### config.mk
export PLATFORM = sky130hd
export DESIGN_NAME = block_transfer_unit_registers_unit
export DESIGN_NICKNAME = d
export VERILOG_FILES = /design/src/rtl/core/btu_pkg.sv /design/src/rtl/core/btu_regfile.sv /design/src/rtl/core/block_transfer_unit_registers_unit.sv
export SDC_FILE = /design/constraint.sdc
export NUM_CORES = 1
export LEC_CHECK = 0
export BUFFER_PORTS_ARGS = -buffer_cell sky130_fd_sc_hd__buf_4
export CAP_MARGIN = 15
export CELL_PAD_IN_SITES_DETAIL_PLACEMENT = 1
export CELL_PAD_IN_SITES_GLOBAL_PLACEMENT = 2
export CORE_ASPECT_RATIO = 1.2
export CORE_MARGIN = 4
export CORE_UTILIZATION = 39
export DETAILED_ROUTE_END_ITERATION = 10
export PLACE_DENSITY = 0.85
export SKIP_LAST_GASP = 1
export SLEW_MARGIN = 5
export SYNTH_ARGS = -nofsm -noshare
export SYNTH_HDL_FRONTEND = slang
export SYNTH_SLANG_ARGS = --single-unit
### constraint.sdc
create_clock -name clk -period 3.2 [get_ports clk]
set_input_delay 0.32 -clock clk [delete_from_list [all_inputs] [get_ports clk]]
set_output_delay 0.32 -clock clk [all_outputs]
set_load 0.02 [all_outputs]
### src/rtl/core/btu_pkg.sv
// ----------------------------------------------------------------------------
// btu_pkg
// shared types and constants for the block transfer unit register file
// ----------------------------------------------------------------------------
package btu_pkg;

  localparam int NUM_UNITS = 4;
  localparam int UNIT_W    = (NUM_UNITS > 1) ? $clog2(NUM_UNITS) : 1;

  localparam int ADDR_W  = 28;
  localparam int SIZE_W  = 20;
  localparam int CNT_W   = 16;
  localparam int STAT_W  = 3;
  localparam int FUNC_W  = 2;
  localparam int BLOCK_W = 3;
  localparam int LINE_W  = 5;
  localparam int DONE_W  = 4;

  localparam int IN_TDATA_W  = 40;
  localparam int OUT_TDATA_W = 32;

  // function codes
  localparam logic [FUNC_W-1:0] FUNC_READ  = 2'd0;
  localparam logic [FUNC_W-1:0] FUNC_WRITE = 2'd1;
  localparam logic [FUNC_W-1:0] FUNC_TICK  = 2'd2;

  // block and line codes
  localparam logic [BLOCK_W-1:0] COMMON_BLOCK = 3'd4;
  localparam logic [LINE_W-1:0]  LINE_SRC     = 5'd0;
  localparam logic [LINE_W-1:0]  LINE_DST     = 5'd1;
  localparam logic [LINE_W-1:0]  LINE_SIZE    = 5'd2;
  localparam logic [LINE_W-1:0]  LINE_STATUS  = 5'd3;
  localparam logic [LINE_W-1:0]  LINE_INHIBIT = 5'd0;
  localparam logic [LINE_W-1:0]  LINE_DONE    = 5'd1;

  // status bits, held as word bits 3:1
  localparam int ST_PDT = 0;
  localparam int ST_TC  = 1;
  localparam int ST_TIP = 2;

  typedef struct packed {
    logic [ADDR_W-1:0]  write_data;
    logic [LINE_W-1:0]  line;
    logic [BLOCK_W-1:0] block;
    logic [FUNC_W-1:0]  func;
  } btu_item_t;

  typedef struct packed {
    logic [DONE_W-1:0] complete_flags;
    logic [ADDR_W-1:0] read_data;
  } btu_result_t;

endpackage

### src/rtl/core/btu_regfile.sv
// ----------------------------------------------------------------------------
// btu_regfile
// unit and common registers, with read, write and service tick in one pass
// ----------------------------------------------------------------------------
module btu_regfile (
  input  logic               clk,
  input  logic               rst,
  input  logic               en,
  input  btu_pkg::btu_item_t item,
  output btu_pkg::btu_result_t result
);
  import btu_pkg::*;

  logic [ADDR_W-1:0] source_addr [NUM_UNITS];
  logic [ADDR_W-1:0] dest_addr   [NUM_UNITS];
  logic [SIZE_W-1:0] size_word   [NUM_UNITS];
  logic [STAT_W-1:0] status_bits [NUM_UNITS];
  logic [NUM_UNITS-1:0] unit_armed;
  logic              inhibit_bit;
  logic [DONE_W-1:0] done_vector;

  logic [ADDR_W-1:0] source_addr_next [NUM_UNITS];
  logic [ADDR_W-1:0] dest_addr_next   [NUM_UNITS];
  logic [SIZE_W-1:0] size_word_next   [NUM_UNITS];
  logic [STAT_W-1:0] status_bits_next [NUM_UNITS];
  logic [NUM_UNITS-1:0] unit_armed_next;
  logic              inhibit_bit_next;
  logic [DONE_W-1:0] done_vector_next;

  logic              unit_hit;
  logic [UNIT_W-1:0] u;
  logic [CNT_W-1:0]  cnt;
  logic [7:0]        done_byte;
  logic [ADDR_W-1:0] rd;

  assign unit_hit = (item.block < BLOCK_W'(NUM_UNITS));
  assign u        = item.block[UNIT_W-1:0];
  assign cnt      = size_word[u][CNT_W-1:0];

  always_comb begin
    done_byte = '0;
    for (int i = 0; i < DONE_W; i++) begin
      done_byte[7-i] = done_vector[i];
    end
  end

  always_comb begin
    source_addr_next = source_addr;
    dest_addr_next   = dest_addr;
    size_word_next   = size_word;
    status_bits_next = status_bits;
    unit_armed_next  = unit_armed;
    inhibit_bit_next = inhibit_bit;
    done_vector_next = done_vector;
    rd               = '0;
    case (item.func)
      FUNC_READ: begin
        if (unit_hit) begin
          case (item.line)
            LINE_SRC:    rd = source_addr[u];
            LINE_DST:    rd = dest_addr[u];
            LINE_SIZE:   rd = ADDR_W'(size_word[u]);
            LINE_STATUS: rd = ADDR_W'({status_bits[u], 1'b0});
            default:     rd = '0;
          endcase
        end else if (item.block == COMMON_BLOCK) begin
          case (item.line)
            LINE_INHIBIT: rd = ADDR_W'(inhibit_bit);
            LINE_DONE:    rd = ADDR_W'(done_byte);
            default:      rd = '0;
          endcase
        end
      end
      FUNC_WRITE: begin
        if (unit_hit) begin
          case (item.line)
            LINE_SRC:  source_addr_next[u] = item.write_data;
            LINE_DST:  dest_addr_next[u]   = item.write_data;
            LINE_SIZE: size_word_next[u]   = item.write_data[SIZE_W-1:0];
            LINE_STATUS: begin
              status_bits_next[u] = item.write_data[STAT_W:1];
              if (!status_bits[u][ST_TIP] && item.write_data[ST_TIP+1]) begin
                unit_armed_next[u] = 1'b1;
              end
              done_vector_next[u] = item.write_data[ST_TC+1];
            end
            default: ;
          endcase
        end else if (item.block == COMMON_BLOCK && item.line == LINE_INHIBIT) begin
          inhibit_bit_next = item.write_data[0];
        end
      end
      FUNC_TICK: begin
        if (unit_hit && unit_armed[u]) begin
          if (status_bits[u][ST_TIP]) begin
            if (cnt == '0) begin
              status_bits_next[u][ST_TIP] = 1'b0;
              status_bits_next[u][ST_TC]  = 1'b1;
              done_vector_next[u]         = 1'b1;
              unit_armed_next[u]          = 1'b0;
            end
            size_word_next[u][CNT_W-1:0] = cnt - CNT_W'(2);
          end else begin
            status_bits_next[u][ST_TIP] = 1'b0;
            status_bits_next[u][ST_TC]  = 1'b1;
            done_vector_next[u]         = 1'b1;
            unit_armed_next[u]          = 1'b0;
          end
        end
      end
      default: ;
    endcase
  end

  assign result.read_data      = rd;
  assign result.complete_flags = done_vector_next;

  always_ff @(posedge clk) begin
    if (rst) begin
      for (int i = 0; i < NUM_UNITS; i++) begin
        source_addr[i] <= '0;
        dest_addr[i]   <= '0;
        size_word[i]   <= '0;
        status_bits[i] <= '0;
      end
      unit_armed  <= '0;
      inhibit_bit <= 1'b0;
      done_vector <= '0;
    end else if (en) begin
      source_addr <= source_addr_next;
      dest_addr   <= dest_addr_next;
      size_word   <= size_word_next;
      status_bits <= status_bits_next;
      unit_armed  <= unit_armed_next;
      inhibit_bit <= inhibit_bit_next;
      done_vector <= done_vector_next;
    end
  end

endmodule

### src/rtl/core/block_transfer_unit_registers_unit.sv
// ----------------------------------------------------------------------------
// block_transfer_unit_registers_unit
// four-unit block transfer register file behind stream ports
//
//   channel  dir  word
//   s_axis   in   register read, register write or service tick
//   m_axis   out  read data and per-unit complete flags, one per input word
//
// each word is held in the input register, then updates the registers and
// loads the output register; one word per cycle sustained while the output
// is not stalled, set by the single register file pass
// rst is synchronous and clears the register file and the valid flags of both stages
// a stalled output holds a pending word in the input register and drops s_axis_tready
// ----------------------------------------------------------------------------
module block_transfer_unit_registers_unit (
  input  logic                                 clk,
  input  logic                                 rst,
  input  logic                                 s_axis_tvalid,
  output logic                                 s_axis_tready,
  // func[1:0], block[4:2], line[9:5], write_data[37:10], zero[39:38]
  input  logic [btu_pkg::IN_TDATA_W-1:0]       s_axis_tdata,
  output logic                                 m_axis_tvalid,
  input  logic                                 m_axis_tready,
  // read_data[27:0], complete_flags[31:28]
  output logic [btu_pkg::OUT_TDATA_W-1:0]      m_axis_tdata
);
  import btu_pkg::*;

  logic        in_valid;
  btu_item_t   in_item;
  logic        advance;
  btu_result_t res;
  btu_result_t out_word;

  assign advance       = in_valid && (!m_axis_tvalid || m_axis_tready);
  assign s_axis_tready = !in_valid || advance;

  always_ff @(posedge clk) begin
    if (rst) begin
      in_valid <= 1'b0;
    end else if (s_axis_tready) begin
      in_valid <= s_axis_tvalid;
    end
  end

  always_ff @(posedge clk) begin
    if (s_axis_tvalid && s_axis_tready) begin
      in_item <= btu_item_t'(s_axis_tdata[$bits(btu_item_t)-1:0]);
    end
  end

  btu_regfile u_regfile (
    .clk    (clk),
    .rst    (rst),
    .en     (advance),
    .item   (in_item),
    .result (res)
  );

  always_ff @(posedge clk) begin
    if (rst) begin
      m_axis_tvalid <= 1'b0;
    end else if (advance) begin
      m_axis_tvalid <= 1'b1;
    end else if (m_axis_tready) begin
      m_axis_tvalid <= 1'b0;
    end
  end

  always_ff @(posedge clk) begin
    if (advance) begin
      out_word <= res;
    end
  end

  assign m_axis_tdata = out_word;

`ifndef NO_ASSERTIONS
  a_pending_moves: assert property (@(posedge clk) disable iff (rst)
    in_valid && !m_axis_tvalid |=> m_axis_tvalid)
    else $error("pending word did not reach output");

  a_output_from_input: assert property (@(posedge clk) disable iff (rst)
    $rose(m_axis_tvalid) |-> $past(in_valid))
    else $error("output loaded with no pending word");

  a_stall_cause: assert property (@(posedge clk) disable iff (rst)
    !s_axis_tready |-> in_valid && m_axis_tvalid && !m_axis_tready)
    else $error("input stalled without output backpressure");
`endif

endmodule

==> metrics.md <==
| Metric | Value |
|---|---|
| Req. time, crit path | `about 3.7 ns` |
| Critical-path top delay cell | `or4_4` |
| EDFF count, synth | `70` |
| I/O pin count | `about 80` |
| Syn avg cell area | `~9 µm²` |
| Commonest cells post-synth | `510 x nand2_1, 327 x dfxtp_1, 255 x a21oi_1` |
| NumNets Final | `2000` |
| Initial antenna violation count | `1` |
| Die width | `approximately 200 µm` |
| Antenna Cells | `0` |
| Antenna Nets Post-Route | `0` |
| Max Root-Sink Buffers | `3` |
| Yosys top cell area share | `0.381` |
| RePlAce Congestion | `0.869` |
| Worst slew margin | `0.343` |
| Post-route clock period utilization | `0.964` |
| Post-route setup slack | `0.116 ns` |
| CP delay by family, top | `simple AND/OR/NAND/NOR gates` |
| Leak pwr | `approximately 6.8 nW` |
| Status | `finished, final reports clean` |
| Gr ovfl total | `0` |
| Max Slew Vio Count | `0` |
| Initial drt markers | `916` |
| Vias in the first global route | `approximately 15000` |
| Critical Path Max Stage Delay | `between 0.5 and 0.6 ns` |
| Hold Path Class | `input port to flop` |
| WL final | `just under 60000 µm` |
| Arr. time, crit path | `~3.6 ns` |
| Pre-CTS worst setup slack | `-0.0257 ns` |
| Fillers | `4972` |
| CP Launch Type | `flop` |
| Worst-margin pin slew | `~0.98 ns` |
| Main area contributors after synthesis | `dfxtp_1 38%, edfxtp_1 12%, nand2_1 11%` |
| Initial core utilization | `0.393` |
| Clk_lat worst skew | `roughly 0.59 ns` |
| TritonCTS clock tree | `built` |
| Worst Path Max Fanout | `22` |
| Post-detail-place hpwl | `roughly 36000 µm` |
| Clk slew on worst S/H paths | `about 0.06 ns` |
| H-tree depth | `2` |
| Crit path buf inv count | `2` |
| Util after Layout | `0.467` |
| Max cap viols | `0` |
| WS Path Type | `flop to flop` |
| Chip height | `approximately 240 µm` |
| Sequential share of the synthesized area | `0.503` |
| Via/cell ratio | `5.74` |
| Netlist Area Pre-Place | `~17000 µm²` |
| RSZ-0062 raised after global routing | `true` |
| Mean routed wirelength per cell | `between 20 and 25 µm` |
| Crit path cell chain | `buf_4 > mux4_2 > or4_4 > or2_1 > nor3_4 > buf_12 > o211ai_1 > a221oi_1` |
| Maximum clock frequency | `around 320 MHz` |
| Synth Register Bits | `397` |
| Setup crit end kind | `flop` |
| Vias post-DR | `about 15000` |
| Fraction of registers with async set/reset | `0` |
| Port bufs | `75` |
| Setup-failing EPs final | `0` |
| Syn nets | `1923` |
| Most common cell in the synthesized netlist | `nand2_1` |
| Post-Synthesis Cells | `1875` |
| Gr usage total | `0.246` |
| Global-route wire length before repair | `~90000 µm` |
| Ys Warns | `0` |
| Worst clock skew | `~0.021 ns` |
| DRC errors left | `0` |
| Synth-to-layout area growth | `18.9%` |
| Die area | `between 40000 and 50000 µm²` |
| Core area | `43700 µm²` |
| Peak supply drop | `a little over 300 µV` |
| Largest net degree at the start of global routing | `a little over 100` |
| Share of layout cells above drive strength 1 | `0.161` |
| Cell variety after synth | `55` |
| Final Hold Vio Count | `0` |
| Root Buffer | `clkbuf_16` |
| Drt first pass iters | `5` |
| P per Cell Area | `approximately 530 nW/µm²` |
| Synth area leader | `dfxtp_1` |
| Fin crit period | `around 3.1 ns` |
| Most used DFF post-synth | `dfxtp_1` |
| CTS Sinks | `slightly below 400` |
| Total CTS buffers | `43` |
| Row cnt | `84` |
==> worst reg2reg max path, cell delays in order, from the launching register on <==
cell and delay [ns]:
edfxtp_1 0.42, buf_4 0.41, mux4_2 0.44, or4_4 0.56
or2_1 0.28, nor3_4 0.25, buf_12 0.18, o211ai_1 0.15
a221oi_1 0.30
==> final cells by class <==
cell class	count	area, µm²	share of cell area
clock buffers	67	1280	0.0624
clock inverters	11	120	0.00588
inverters	16	60.1	0.00294
multi-input cells	1306	7900	0.386
flip-flops and latches	397	8650	0.423
well taps	559	699	0.0342
repair buffers	188	1740	0.0850
==> cell usage in the layout (no fill, tap or decap), drive strengths merged, types with 3 or more instances in the layout <==
| cell | netlist | routed |
|---|---|---|
| mux2i | 47 | 47 |
| nand3 | 8 | 8 |
| o2bb2ai | 4 | 4 |
| nor3 | 49 | 49 |
| a21oi | 255 | 255 |
| nor3b | 4 | 4 |
| a22oi | 12 | 12 |
| o21ai | 10 | 10 |
| or3 | 4 | 4 |
| o211ai | 8 | 8 |
| a311oi | 10 | 10 |
| xor2 | 8 | 8 |
| nor2b | 24 | 24 |
| clkinv | 0 | 8 |
| and2 | 5 | 5 |
| nor4 | 8 | 8 |
| nor2 | 154 | 154 |
| dlygate4sd3 | 0 | 39 |
| edfxtp | 70 | 70 |
| buf | 27 | 149 |
| or2 | 6 | 6 |
| a31o | 3 | 3 |
| dfxtp | 327 | 327 |
| or4 | 5 | 5 |
| o22ai | 6 | 6 |
| a221oi | 11 | 11 |
| nand2b | 4 | 4 |
| o31ai | 5 | 5 |
| inv | 16 | 17 |
| ha | 4 | 4 |
| nand2 | 510 | 510 |
| nand4 | 7 | 7 |
| a211oi | 38 | 38 |
| mux4 | 80 | 80 |
| clkbuf | 129 | 67 |
==> path summary, 6_finish.rpt <==
path / startpoint / end / cells after the start / slack (ns)
worst min-delay path: m_axis_tready / m_axis_tvalid / 4 / 0.06
worst max-delay path: in_item[3] / u_regfile.status_bits[4] / 8 / 0.12
worst min register to register: u_regfile.dest_addr[49] / u_regfile.dest_addr[49] / 2 / 0.45
worst max register to register: in_item[3] / u_regfile.status_bits[4] / 8 / 0.12
==> kinds of logic (layout without fill, tap and decap cells) <==
family | after synthesis | after routing | synth area share
xor gates and xnor gates | 10 | 10 | 0.00510
buffers and inverters | 172 | 282 | 0.0400
AOI/OAI and AO/OA | 371 | 371 | 0.126
DFF | 397 | 397 | 0.503
muxes | 128 | 128 | 0.133
and+or+nand+nor | 793 | 793 | 0.190
adders and majority gates | 4 | 4 | 0.00291
==> sequential cells by signal, indices dropped and copies added (netlist names), named ones only <==
register               flops
u_regfile.source_addr    112
u_regfile.size_word       80
u_regfile.dest_addr      112
u_regfile.done_vector      4
u_regfile.inhibit_bit      1
m_axis_tvalid              1
in_valid                   1
u_regfile.status_bits     12
in_item                   38
m_axis_tdata              32
==> where the power goes <==
group / internal, mW / total [mW] / switching [mW] / leakage (nW)
clock network: 2.84 / 4.94 / 2.10 / 0.686
registers: 5.15 / 5.25 / 0.0987 / 3.30
logic: 0.253 / 0.669 / 0.416 / 2.81
==> routing by layer <==
metal / routed length, µm / global-route usage / part of all wire
met5: 0 / 0 / 0
met4: 2030 / 0.0906 / 0.034
met2: 29300 / 0.414 / 0.49
met3: 2740 / 0.0311 / 0.046
met1: 25400 / 0.326 / 0.43
==> timing repair <==
action / in CTS / in global routing
setup endpoints to repair: 4 / 26
endpoints found under the hold margin: 39 / 0
hold buffers: 39 / 0
gates resized for setup: 1 / 5
setup buffers: 0 / 1
pin swaps: 0 / 3
==> through the flow <==
stage / std cells / total power [mW] / area, µm² / setup TNS (ns) / hold WS [ns]
floorplan: 1875 / 5.70 / 17200 / 0 / 0.419
global placement: 2425 / 5.95 / 18600 / 0 / 0.438
detailed placement: 2425 / 5.97 / 18600 / -0.0440 / 0.445
CTS: 2542 / 10.9 / 20400 / 0 / 0.0394
global route: 2544 / 11.2 / 20400 / -0.00605 / 0.0813
finish: 2544 / 10.9 / 20400 / 0 / 0.0607
(Power assumes the default switching activity.)
